`src/hdl/fpba_pkg.sv`:
```
// shared types, codes and widths for the fit-policy block allocator
package fpba_pkg;

   // default sizing
   localparam int DEF_NUM_BLOCKS = 8;
   localparam int DEF_SIZE_BITS  = 16;

   // fixed field widths of the ports
   localparam int KIND_W     = 1;
   localparam int BLOCK_W    = 3;
   localparam int AMOUNT_W   = 16;
   localparam int STATUS_W   = 2;
   localparam int REMAIN_W   = 16;
   localparam int POLICY_W   = 2;
   localparam int ACTIVE_W   = 4;
   localparam int CSR_IDX_W  = 1;
   localparam int CSR_DATA_W = 4;

   // register reset values
   localparam logic [ACTIVE_W-1:0] ACTIVE_RESET = ACTIVE_W'(8);

   // request kinds
   localparam logic [KIND_W-1:0] KIND_LOAD  = 1'b0;
   localparam logic [KIND_W-1:0] KIND_ALLOC = 1'b1;

   // policy codes, the unused code acts as first fit
   localparam logic [POLICY_W-1:0] POLICY_FIRST = 2'd0;
   localparam logic [POLICY_W-1:0] POLICY_BEST  = 2'd1;
   localparam logic [POLICY_W-1:0] POLICY_WORST = 2'd2;

   // register indexes
   localparam logic [CSR_IDX_W-1:0] CSR_FIT_POLICY    = 1'd0;
   localparam logic [CSR_IDX_W-1:0] CSR_ACTIVE_BLOCKS = 1'd1;

   typedef enum logic [STATUS_W-1:0] {
      STATUS_LOADED = 2'd0,
      STATUS_ALLOC  = 2'd1,
      STATUS_NONE   = 2'd2
   } status_type;

   typedef enum logic [1:0] {
      ST_IDLE,
      ST_SCAN,
      ST_DRAIN,
      ST_WRITE
   } state_type;

   // table port control
   typedef struct packed {
      logic rd;
      logic wr;
   } tbl_ctl_type;

endpackage

```
`src/hdl/fit_policy_block_allocator_top.sv`:
```
// fit-policy block allocator: register file, scan sequencer and result register
//
//   port group  direction  handshake
//   req_*       in         start high and busy low accepts one request
//   rsp_*       out        rsp_strobe marks a result for one cycle, no backpressure
//   csr_*       in         csr_wr_en writes csr_wdata to register csr_index
//
// a load leaves busy low and its result strobes in the next cycle.
// an allocate reads the table one block per cycle over n = min(active_blocks,
// NUM_BLOCKS) blocks: busy stays high through the scan, a drain step for the read
// latency of the memory and the write-back, or only through the write-back when
// no block is active, and the result strobes right after busy falls.
// reset clears the control and configuration registers and the table valid bits at once, no clearing pass.
// results cannot be stalled; each request yields exactly one strobe.
module fit_policy_block_allocator_top import fpba_pkg::*; #(
   parameter int NUM_BLOCKS = DEF_NUM_BLOCKS,
   parameter int SIZE_BITS  = DEF_SIZE_BITS
) (
   input  logic                  clock,
   input  logic                  reset,
   input  logic                  start,
   output logic                  busy,
   input  logic [KIND_W-1:0]     req_kind,
   input  logic [BLOCK_W-1:0]    req_block_index,
   input  logic [AMOUNT_W-1:0]   req_amount,
   input  logic                  req_last_request,
   output logic                  rsp_strobe,
   output logic [STATUS_W-1:0]   rsp_status,
   output logic [BLOCK_W-1:0]    rsp_chosen_block,
   output logic [REMAIN_W-1:0]   rsp_remaining_after,
   output logic                  rsp_batch_end,
   input  logic                  csr_wr_en,
   input  logic [CSR_IDX_W-1:0]  csr_index,
   input  logic [CSR_DATA_W-1:0] csr_wdata
);

   localparam int IDX_W = (NUM_BLOCKS > 1) ? $clog2(NUM_BLOCKS) : 1;

   logic [POLICY_W-1:0]  fit_policy_ff;
   logic [ACTIVE_W-1:0]  active_blocks_ff;
   int                   active_cnt;

   state_type            state_ff, state_in;
   logic                 accept, load_acc, alloc_acc, load_in_range;
   logic [SIZE_BITS-1:0] amt_sz;

   logic [SIZE_BITS-1:0] amt_ff;
   logic                 last_ff;
   logic [IDX_W-1:0]     last_addr_ff;
   logic [IDX_W-1:0]     rd_ptr_ff, rd_ptr_in;
   logic                 eval_ff;
   logic [IDX_W-1:0]     eval_idx_ff;
   logic                 found_ff, found_in;
   logic [IDX_W-1:0]     pick_ff, pick_in;
   logic [SIZE_BITS-1:0] best_ff, best_in;
   logic [SIZE_BITS-1:0] new_cap;
   logic [SIZE_BITS-1:0] cap;
   logic                 fits, take;

   tbl_ctl_type          tbl_ctl;
   logic [IDX_W-1:0]     wr_addr;
   logic [SIZE_BITS-1:0] wr_data;

   logic                 rsp_strobe_ff, rsp_strobe_in;
   logic [STATUS_W-1:0]  rsp_status_ff, rsp_status_in;
   logic [BLOCK_W-1:0]   rsp_chosen_ff, rsp_chosen_in;
   logic [REMAIN_W-1:0]  rsp_remain_ff, rsp_remain_in;
   logic                 rsp_end_ff, rsp_end_in;

   // configuration registers
   always_ff @(posedge clock) begin
      if (reset) begin
         fit_policy_ff    <= POLICY_FIRST;
         active_blocks_ff <= ACTIVE_RESET;
      end else if (csr_wr_en) begin
         unique case (csr_index)
            CSR_FIT_POLICY:    fit_policy_ff    <= csr_wdata[POLICY_W-1:0];
            CSR_ACTIVE_BLOCKS: active_blocks_ff <= csr_wdata[ACTIVE_W-1:0];
            default: ;
         endcase
      end
   end

   assign active_cnt = (int'(active_blocks_ff) > NUM_BLOCKS) ? NUM_BLOCKS
                                                               : int'(active_blocks_ff);

   assign accept        = start && !busy;
   assign load_acc      = accept && (req_kind == KIND_LOAD);
   assign alloc_acc     = accept && (req_kind == KIND_ALLOC);
   assign load_in_range = int'(req_block_index) < NUM_BLOCKS;
   assign amt_sz        = SIZE_BITS'(req_amount);
   assign new_cap       = best_ff - amt_ff;

   // next state
   always_comb begin
      state_in = state_ff;
      unique case (state_ff)
         ST_IDLE: begin
            if (alloc_acc) begin
               state_in = (active_cnt == 0) ? ST_WRITE : ST_SCAN;
            end
         end
         ST_SCAN: begin
            if (rd_ptr_ff == last_addr_ff) begin
               state_in = ST_DRAIN;
            end
         end
         ST_DRAIN: state_in = ST_WRITE;
         ST_WRITE: state_in = ST_IDLE;
         default:  state_in = ST_IDLE;
      endcase
   end

   // state outputs
   always_comb begin
      busy       = 1'b1;
      tbl_ctl.rd = 1'b0;
      tbl_ctl.wr = 1'b0;
      wr_addr    = IDX_W'(req_block_index);
      wr_data    = amt_sz;
      unique case (state_ff)
         ST_IDLE: begin
            busy       = 1'b0;
            tbl_ctl.wr = load_acc && load_in_range;
         end
         ST_SCAN: begin
            tbl_ctl.rd = 1'b1;
         end
         ST_DRAIN: ;
         ST_WRITE: begin
            tbl_ctl.wr = found_ff;
            wr_addr    = pick_ff;
            wr_data    = new_cap;
         end
         default: ;
      endcase
   end

   fpba_table #(
      .NUM_BLOCKS (NUM_BLOCKS),
      .SIZE_BITS  (SIZE_BITS)
   ) u_table (
      .clock   (clock),
      .reset   (reset),
      .ctl     (tbl_ctl),
      .rd_addr (rd_ptr_ff),
      .wr_addr (wr_addr),
      .wr_data (wr_data),
      .rd_data (cap)
   );

   // compare the block read last cycle against the best so far
   assign fits = cap >= amt_ff;
   assign take = eval_ff && fits &&
                 (!found_ff ||
                  ((fit_policy_ff == POLICY_BEST)  && (cap < best_ff)) ||
                  ((fit_policy_ff == POLICY_WORST) && (cap > best_ff)));

   always_comb begin
      rd_ptr_in = rd_ptr_ff;
      if (alloc_acc) begin
         rd_ptr_in = '0;
      end else if (state_ff == ST_SCAN) begin
         rd_ptr_in = rd_ptr_ff + IDX_W'(1);
      end
      found_in = alloc_acc ? 1'b0 : (found_ff || (eval_ff && fits));
      pick_in  = take ? eval_idx_ff : pick_ff;
      best_in  = take ? cap : best_ff;
   end

   // result of the current request
   always_comb begin
      rsp_strobe_in = 1'b0;
      rsp_status_in = rsp_status_ff;
      rsp_chosen_in = rsp_chosen_ff;
      rsp_remain_in = rsp_remain_ff;
      rsp_end_in    = rsp_end_ff;
      if (load_acc) begin
         rsp_strobe_in = 1'b1;
         rsp_status_in = STATUS_LOADED;
         rsp_chosen_in = req_block_index;
         rsp_remain_in = load_in_range ? REMAIN_W'(amt_sz) : '0;
         rsp_end_in    = req_last_request;
      end else if (state_ff == ST_WRITE) begin
         rsp_strobe_in = 1'b1;
         rsp_status_in = found_ff ? STATUS_ALLOC : STATUS_NONE;
         rsp_chosen_in = found_ff ? BLOCK_W'(pick_ff) : '0;
         rsp_remain_in = found_ff ? REMAIN_W'(new_cap) : '0;
         rsp_end_in    = last_ff;
      end
   end

   always_ff @(posedge clock) begin
      if (reset) begin
         state_ff      <= ST_IDLE;
         eval_ff       <= 1'b0;
         found_ff      <= 1'b0;
         rsp_strobe_ff <= 1'b0;
      end else begin
         state_ff      <= state_in;
         eval_ff       <= (state_ff == ST_SCAN);
         found_ff      <= found_in;
         rsp_strobe_ff <= rsp_strobe_in;
      end
   end

   always_ff @(posedge clock) begin
      if (alloc_acc) begin
         amt_ff       <= amt_sz;
         last_ff      <= req_last_request;
         last_addr_ff <= IDX_W'(active_cnt - 1);
      end
      rd_ptr_ff     <= rd_ptr_in;
      eval_idx_ff   <= rd_ptr_ff;
      pick_ff       <= pick_in;
      best_ff       <= best_in;
      rsp_status_ff <= rsp_status_in;
      rsp_chosen_ff <= rsp_chosen_in;
      rsp_remain_ff <= rsp_remain_in;
      rsp_end_ff    <= rsp_end_in;
   end

   assign rsp_strobe          = rsp_strobe_ff;
   assign rsp_status          = rsp_status_ff;
   assign rsp_chosen_block    = rsp_chosen_ff;
   assign rsp_remaining_after = rsp_remain_ff;
   assign rsp_batch_end       = rsp_end_ff;

   // a strobe follows either a load or the write-back step
   assert property (@(posedge clock) disable iff (reset)
      rsp_strobe |-> $past(load_acc || (state_ff == ST_WRITE)))
      else $error("result strobe without a finished request");

   // a failed allocation reports no block and no capacity
   assert property (@(posedge clock) disable iff (reset)
      (rsp_strobe && (rsp_status == STATUS_NONE)) |->
         ((rsp_chosen_block == '0) && (rsp_remaining_after == '0)))
      else $error("failed allocation carries block data");

   // table data is only evaluated right after a scan read
   assert property (@(posedge clock) disable iff (reset)
      eval_ff |-> $past(state_ff == ST_SCAN))
      else $error("evaluation without a table read");

   // the write-back always returns to idle
   assert property (@(posedge clock) disable iff (reset)
      (state_ff == ST_WRITE) |=> (state_ff == ST_IDLE))
      else $error("write-back did not end the request");

   // no request is taken while a scan is running
   assert property (@(posedge clock) disable iff (reset)
      (state_ff == ST_SCAN) |-> !accept)
      else $error("request accepted during a scan");

endmodule

```
`src/hdl/fpba_table.sv`:
```
// capacity table: one synchronous memory with per-entry valid bits
module fpba_table import fpba_pkg::*; #(
   parameter int NUM_BLOCKS = DEF_NUM_BLOCKS,
   parameter int SIZE_BITS  = DEF_SIZE_BITS,
   localparam int IDX_W     = (NUM_BLOCKS > 1) ? $clog2(NUM_BLOCKS) : 1
) (
   input  logic                 clock,
   input  logic                 reset,
   input  tbl_ctl_type          ctl,
   input  logic [IDX_W-1:0]     rd_addr,
   input  logic [IDX_W-1:0]     wr_addr,
   input  logic [SIZE_BITS-1:0] wr_data,
   output logic [SIZE_BITS-1:0] rd_data
);

   logic [SIZE_BITS-1:0]  mem [NUM_BLOCKS];
   logic [NUM_BLOCKS-1:0] valid_ff;
   logic [SIZE_BITS-1:0]  rd_data_ff;
   logic                  rd_vld_ff;

   always_ff @(posedge clock) begin
      if (ctl.wr) begin
         mem[wr_addr] <= wr_data;
      end
      if (ctl.rd) begin
         rd_data_ff <= mem[rd_addr];
      end
   end

   // entries never written read as zero
   always_ff @(posedge clock) begin
      if (reset) begin
         valid_ff  <= '0;
         rd_vld_ff <= 1'b0;
      end else begin
         if (ctl.wr) begin
            valid_ff[wr_addr] <= 1'b1;
         end
         if (ctl.rd) begin
            rd_vld_ff <= valid_ff[rd_addr];
         end
      end
   end

   assign rd_data = rd_vld_ff ? rd_data_ff : '0;

endmodule
```
`config.mk`:
```
export PLATFORM = sky130hd
export DESIGN_NAME = fit_policy_block_allocator_top
export DESIGN_NICKNAME = d
export VERILOG_FILES = /design/src/hdl/fpba_pkg.sv /design/src/hdl/fit_policy_block_allocator_top.sv /design/src/hdl/fpba_table.sv
export SDC_FILE = /design/constraint.sdc
export NUM_CORES = 1
export LEC_CHECK = 0
export BUFFER_PORTS_ARGS = -buffer_cell sky130_fd_sc_hd__buf_2
export CORE_MARGIN = 10
export CORE_UTILIZATION = 40
export DETAILED_ROUTE_END_ITERATION = 6
export HOLD_SLACK_MARGIN = 0.03
export SYNTH_ARGS = -nofsm -noshare
export SYNTH_HDL_FRONTEND = slang
export SYNTH_SLANG_ARGS = --single-unit
```
`constraint.sdc`:
```
create_clock -name clock -period 3.5 [get_ports clock]
set_input_delay 0.7 -clock clock [delete_from_list [all_inputs] [get_ports clock]]
set_output_delay 0.7 -clock clock [all_outputs]
set_load 0.01 [all_outputs]
```
Word-level counts from Yosys, hierarchy flattened
Memory sizes are Yosys's and may differ from the RTL's. A register that Yosys moved wholly into a read port is not among the register bits.
Index checks and enable logic that the tools add are counted.
W data, S select, Z words.
{"block": "word_totals", "mem_count": 1, "ff_bits": 87, "mem_bits_rw": 128, "inputBits": 30, "wordCells": 88, "output_inout_bits": 24}
{"block": "classes", "n_mux": 28, "n_lt_le_gt_ge": 7, "bitwise": 3, "eq_ne": 8, "n_reduce_logical": 19, "add_sub_neg": 3}
{"name": "u_table.mem", "words": 8, "word_bits": 16, "read_ports": 1, "rd_clocked_by_memory_dff": 1, "write_ports": 1, "line_no": "fpba_table.sv:16", "rtl": "logic [SIZE_BITS-1:0] mem [NUM_BLOCKS];"}
{"cell": "$mux W16", "n": 5}
{"cell": "$logic_not A32 Y1", "n": 1}
{"cell": "$ge A16 B16 Y1", "n": 1}
{"cell": "$gt A16 B16 Y1", "n": 1}
{"cell": "$lt A16 B16 Y1", "n": 1}
{"cell": "$sub A16 B16 Y16", "n": 1}
{"cell": "$mux W3", "n": 4}
{"cell": "$mux W1", "n": 10}
{"cell": "$logic_and A1 B1 Y1", "n": 8}
{"cell": "$lt A3 B4 Y1 const B", "n": 2}
{"cell": "$mux W2", "n": 4}
{"cell": "$or A8 B8 Y8", "n": 1}
{"cell": "$pmux W2 S4", "n": 1}
{"cell": "$eq A2 B2 Y1 const B", "n": 3}
{"cell": "$reduce_and A2 Y1", "n": 3}
{"cell": "$eq A2 B1 Y1 const B", "n": 2}
{"cell": "$gt A4 B4 Y1 const B", "n": 1}
{"cell": "$mux W4", "n": 1}
{"cell": "$ne A2 B2 Y1 const B", "n": 2}
{"cell": "$add A3 B1 Y3 const B", "n": 1}
{"cell": "$bmux W1 S3", "n": 1}
{"cell": "$demux W1 S3", "n": 1}
{"cell": "$eq A3 B3 Y1", "n": 1}
{"cell": "$ge A3 B1 Y1 const B", "n": 1}
{"cell": "8 further kinds", "n": 11}

Depth between registers and ports, before layout
{"block": "logic_depth", "ltp_word": 7, "depth_mapped": 11, "ltp_nobuf": 11}

By module
From an unflattened synthesis, not the netlist that was laid out.
{"block": "hier_totals", "hier_cells": 691, "hier_area_um2": 10517.6}
{"mod": "fpba_table", "cells_each": 259, "area_per_inst_um2": 5916.9, "instances": 1, "seq_area_each_um2": 4504.3}
{"mod": "fit_policy_block_allocator_top", "cells_each": 432, "area_per_inst_um2": 4600.7, "instances": 1, "seq_area_each_um2": 2152.1}

Worst setup path after synthesis
No wires, ideal clock.
{"block": "synth_timing", "path_type": "register to register", "startpoint": "register u_table.rd_vld_ff", "endpoint": "register best_ff[0] (enable)", "setup_ns": 0.431, "required_time_ns": 3.069, "synth_period_minus_slack_ns": 3.903, "path_stages_with_launch": 12, "slack_ns": -0.403, "path_buffers": 2, "arrival_ns": 3.473, "cell_sequence": "dfxtp_1 clkbuf_1 clkbuf_1 and2_1 ha_1 a21o_1 a21oi_1 o211ai_1 o21ai_0 and3_1 a311oi_1 a311oi_1"}
{"block": "synth_via", "elab_chain_cells": 6, "word_cells_on_any_way": 10, "classes_between": "3 x order compare; 1 x mux; 6 x reduce/logical"}
{"item": "from (decl)", "line_no": "fpba_table.sv:19", "rtl": "logic rd_vld_ff;"}
{"item": "from (signal assigned)", "line_no": "fpba_table.sv:40", "rtl": "rd_vld_ff <= valid_ff[rd_addr];"}
{"item": "$mux W16 *", "line_no": "fpba_table.sv:45", "rtl": "assign rd_data = rd_vld_ff ? rd_data_ff : '0;"}
{"item": "net cap[6]", "line_no": "fit_policy_block_allocator_top.sv:57", "rtl": "logic [SIZE_BITS-1:0] cap;"}
{"item": "$lt A16 B16 Y1", "line_no": "fit_policy_block_allocator_top.sv:156", "rtl": "((fit_policy_ff == POLICY_BEST) && (cap < best_ff)) ||"}
{"item": "$logic_and A1 B1 Y1", "line_no": "fit_policy_block_allocator_top.sv:156"}
{"item": "$logic_or A1 B1 Y1", "line_no": "fit_policy_block_allocator_top.sv:155", "rtl": "(!found_ff ||"}
{"item": "$logic_or A1 B1 Y1", "line_no": "fit_policy_block_allocator_top.sv:156"}
{"item": "$logic_and A1 B1 Y1 *", "line_no": "fit_policy_block_allocator_top.sv:154", "rtl": "assign take = eval_ff && fits &&"}
{"item": "net take", "line_no": "fit_policy_block_allocator_top.sv:58", "rtl": "logic fits, take;"}
{"item": "to (signal assigned)", "line_no": "fit_policy_block_allocator_top.sv:216", "rtl": "best_ff <= best_in;"}
{"item": "to (decl)", "line_no": "fit_policy_block_allocator_top.sv:55", "rtl": "logic [SIZE_BITS-1:0] best_ff, best_in;"}
Mark *: on every way through the listed nets, which the timed path passes. The rest lies on a longest branch.
A chain may end at the register's enable or synchronous reset.

Worst setup path after layout
{"block": "layout_timing", "startpoint": "register u_table.rd_vld_ff", "endpoint": "register best_ff[13] (enable)"}
Same word-level chain as after synthesis.

==> flow_summary.yaml <==
status:
  status: "finished, final reports clean"
layout:
  drive_above_1_share_pct: 24.19
  syn_to_final_growth_pct: 15.53
  stdcell_count: 1103
  diodes: 0
  layout.nets: 835
cts:
  ctsResizeCount: 0
  clk_pin_slew_ns: 0.06
  cts_buffer_depth: 3
  cts_setup_buffers: 0
  cts_tree: "yes"
  h-tree-depth: 1
  cts_made_buffers: 25
  holdBufCountCts: 0
  cts-root-buf: "clkbuf_16"
  clock_sinks: 231
  insertion_delay_ns: 0.52
placement:
  dp_hpwl_um: 16110
  globalplace.congestion: 0.8554
  placed_cells: 1057
  io_buffers: 53
sta:
  drv_slew: 0
  totalNegativeSetupSlack_ns: 0
  setup_viol: 0
  grt_setup_unrepaired: "false"
  slew_headroom_pct: 34.58
  fin_crit_sh_pct: 88.63
  finalClockSkew_ns: 0.007751
  hold_viol_final: 0
  tightest_slew_ns: 0.9710
  max_freq_ghz: 0.3224
  fin_crit_ns: 3.102
  hold-worst-slack_ns: 0.3792
floorplan:
  core-area_um2: 25250
  io_pins: 54
  rows: 58
  die_h_um: 180.4
  dieWidth_um: 180.4
  start_util_pct: 40.77
  dieArea_um2: 32560
synth:
  synthCells: 678
  ys_ff_latch: 231
  yosysTopAreaCell: "edfxtp_1"
  synth-edff-count: 203
  syn_nets: 759
  ys_types: 55
  synth_area_leaders: "edfxtp_1 59%, mux4_2 7.4%, ha_1 6.1%"
  synthArstFlopShare_pct: 0
  yosysSeqAreaShare_pct: 64.65
  avgSynthCellArea_um2: 15.19
  synth_top_cell_area_share_pct: 59.21
  ys_warn_count: 0
  netlist_area_um2: 10300
  ys.flop_type: "edfxtp_1"
drt:
  ant_nets: 0
  drc_errors: 0
  vias: 5818
  drt_iter0_markers: 383
  dr.pass1.iters: 4
  wl_per_cell_um: 21.14
  routed_wl_um: 23320
  vias_per_cell: 5.275
hold_path:
  hp-class: "input port to flop"
pwr:
  p_sw_uw: 1923
  p_leak_uw: 0.004386
  share_comb_of_total_power_pct: 19.0
  p_seq_share_pct: 45.4
  intPower_uw: 5529
  swShare_pct: 25.80
  power-per-cell-area_nw_per_um2: 626.5
  p_clk_share_pct: 35.7
  vdd_drop_max_v: 0.0003590
global_route:
  gr-total-overflow: 0
  antenna_found_initial: 0
  grt_pass1_wl_um: 36140
  grt_start_max_net_pins: 39
  grt_pass1_vias: 6349
  grt_usage_pct: 13.92
critical_path:
  crit_arrival_ns: 3.31
  crit_fanout: 20
  required_ns: 3.70
  endpoint_kind: "flop"
  path_class: "flop to flop"
  cp-start-kind: "flop"
flow_run:
  max-cap-violations: 0
[path summary, 6_finish.rpt]
kind / start / to / slack, ns / cells past startpoint
worst min register to register: eval_idx_ff[2] / pick_ff[2] / 0.40 / 0
worst min-delay path: req_last_request / last_ff / 0.38 / 1
worst max-delay path: u_table.rd_vld_ff / best_ff[13] / 0.40 / 10
worst max register to register: u_table.rd_vld_ff / best_ff[13] / 0.40 / 10
[cell type report]
cell class | count | area [µm²]
Multi-Input combinational cell | 376 | 3377
Clock inverter | 14 | 163.9
Inverter | 48 | 180.2
Tap cell | 330 | 412.9
Fill cell | 2206 | 13360
Clock buffer | 32 | 681.9
Timing Repair Buffer | 72 | 420.4
Sequential cell | 231 | 6659
[flip-flops by register name, summed over array words and instances (netlist names), 2 cells and up]
register / count
u_table.mem: 128
amt_ff: 16
best_ff: 16
rsp_remaining_after: 16
u_table.rd_data_ff: 16
u_table.valid_ff: 8
active_blocks_ff: 4
eval_idx_ff: 3
last_addr_ff: 3
pick_ff: 3
rd_ptr_ff: 3
rsp_chosen_block: 3
fit_policy_ff: 2
rsp_status: 2
state_ff: 2
[cell usage in the layout, fill, tap and decap left out, types with 5 or more instances in the layout]
cell type,count
ha_1,50
nand2_1,32
mux2_2,28
o21ba_1,5
nand3_1,5
o211ai_1,6
a22o_1,11
mux4_2,34
dfxtp_1,26
buf_2,53
a211oi_1,7
o21ai_1,5
nor2_1,40
a21oi_1,24
nand4_1,8
clkinv_2,6
a21o_1,9
and2_1,16
o21ai_0,12
nand2b_1,7
buf_4,18
xor2_1,9
edfxtp_1,203
mux2i_1,7
inv_1,47
xnor2_1,12
clkbuf_16,25
[metal layers]
layer  GRT usage (%)  up-vias  routed length [µm]
li1                -     2745                   -
met1           16.87     2935               10120
met2           24.83      104               11770
met3           2.068       34                 895
met4           4.495        0                 527
met5               0        -                   0
[synthesized netlist by cell type, types with 2 or more instances]
cell type and n:
edfxtp_1 203, ha_1 50, inv_1 47, nor2_1 41, mux4_2 34, nand2_1 32
dfxtp_1 28, mux2_2 28, a21oi_1 24, and2_1 16, clkbuf_1 16, o21ai_0 12
xnor2_1 12, a22o_1 11, a21o_1 9, xor2_1 9, nand4_1 8, a211oi_1 7
mux2i_1 7, nand2b_1 7, o211ai_1 6, nand3_1 5, o21ai_1 5, o21ba_1 5
buf_2 4, nor2b_1 4, nor3_1 4, o31ai_1 4, buf_1 3, a2111oi_0 2
a211oi_2 2, a2bb2oi_1 2, a311oi_1 2, a31oi_1 2, a41o_1 2, a41oi_1 2
and3_1 2, o21bai_1 2, o32a_1 2, or2_2 2
[power by group through the flow]
stage                     Sequential (µW)  Combinational (µW)  Clock (µW)
after floorplan                      3390                1040           0
after global placement               3440                1410           0
after detailed placement             3440                1430           0
after CTS                            3380                1440        2730
after global routing                 3400                1560        2830
final                                3380                1410        2660
[critical path: stages (launching register included)]
cell and delay [ns]:
dfxtp_2 0.53, and2_1 0.23, ha_1 0.26, a21oi_1 0.13, a2bb2oi_1 0.18, a21oi_1 0.09
o211ai_1 0.21, and3_1 0.23, a311oi_1 0.07, a311oi_2 0.51, buf_4 0.34
[metrics by stage]
stage,power [µW],setup slack (ns),util [%],cell area [µm²]
CTS,7556,0.1495,47.10,11890
floorplan,4429,0.2199,-,10300
global placement,4848,0.2438,43.75,11050
finish,7452,0.3981,47.10,11900
global route,7789,0.1712,47.10,11900
detailed placement,4873,0.1669,43.75,11050
[kinds of logic (layout without fill, tap and decap cells)]
logic type / after synthesis / count (layout) / share of synthesized area [%]
compound gates: 111 / 111 / 7.693
fa+ha+maj: 52 / 52 / 6.368
mux: 70 / 70 / 11.33
simple gates: 122 / 122 / 5.541
flops: 231 / 231 / 64.65
xor+xnor: 21 / 21 / 1.786
buf+inv: 71 / 166 / 2.637
(Power assumes the default switching activity.)
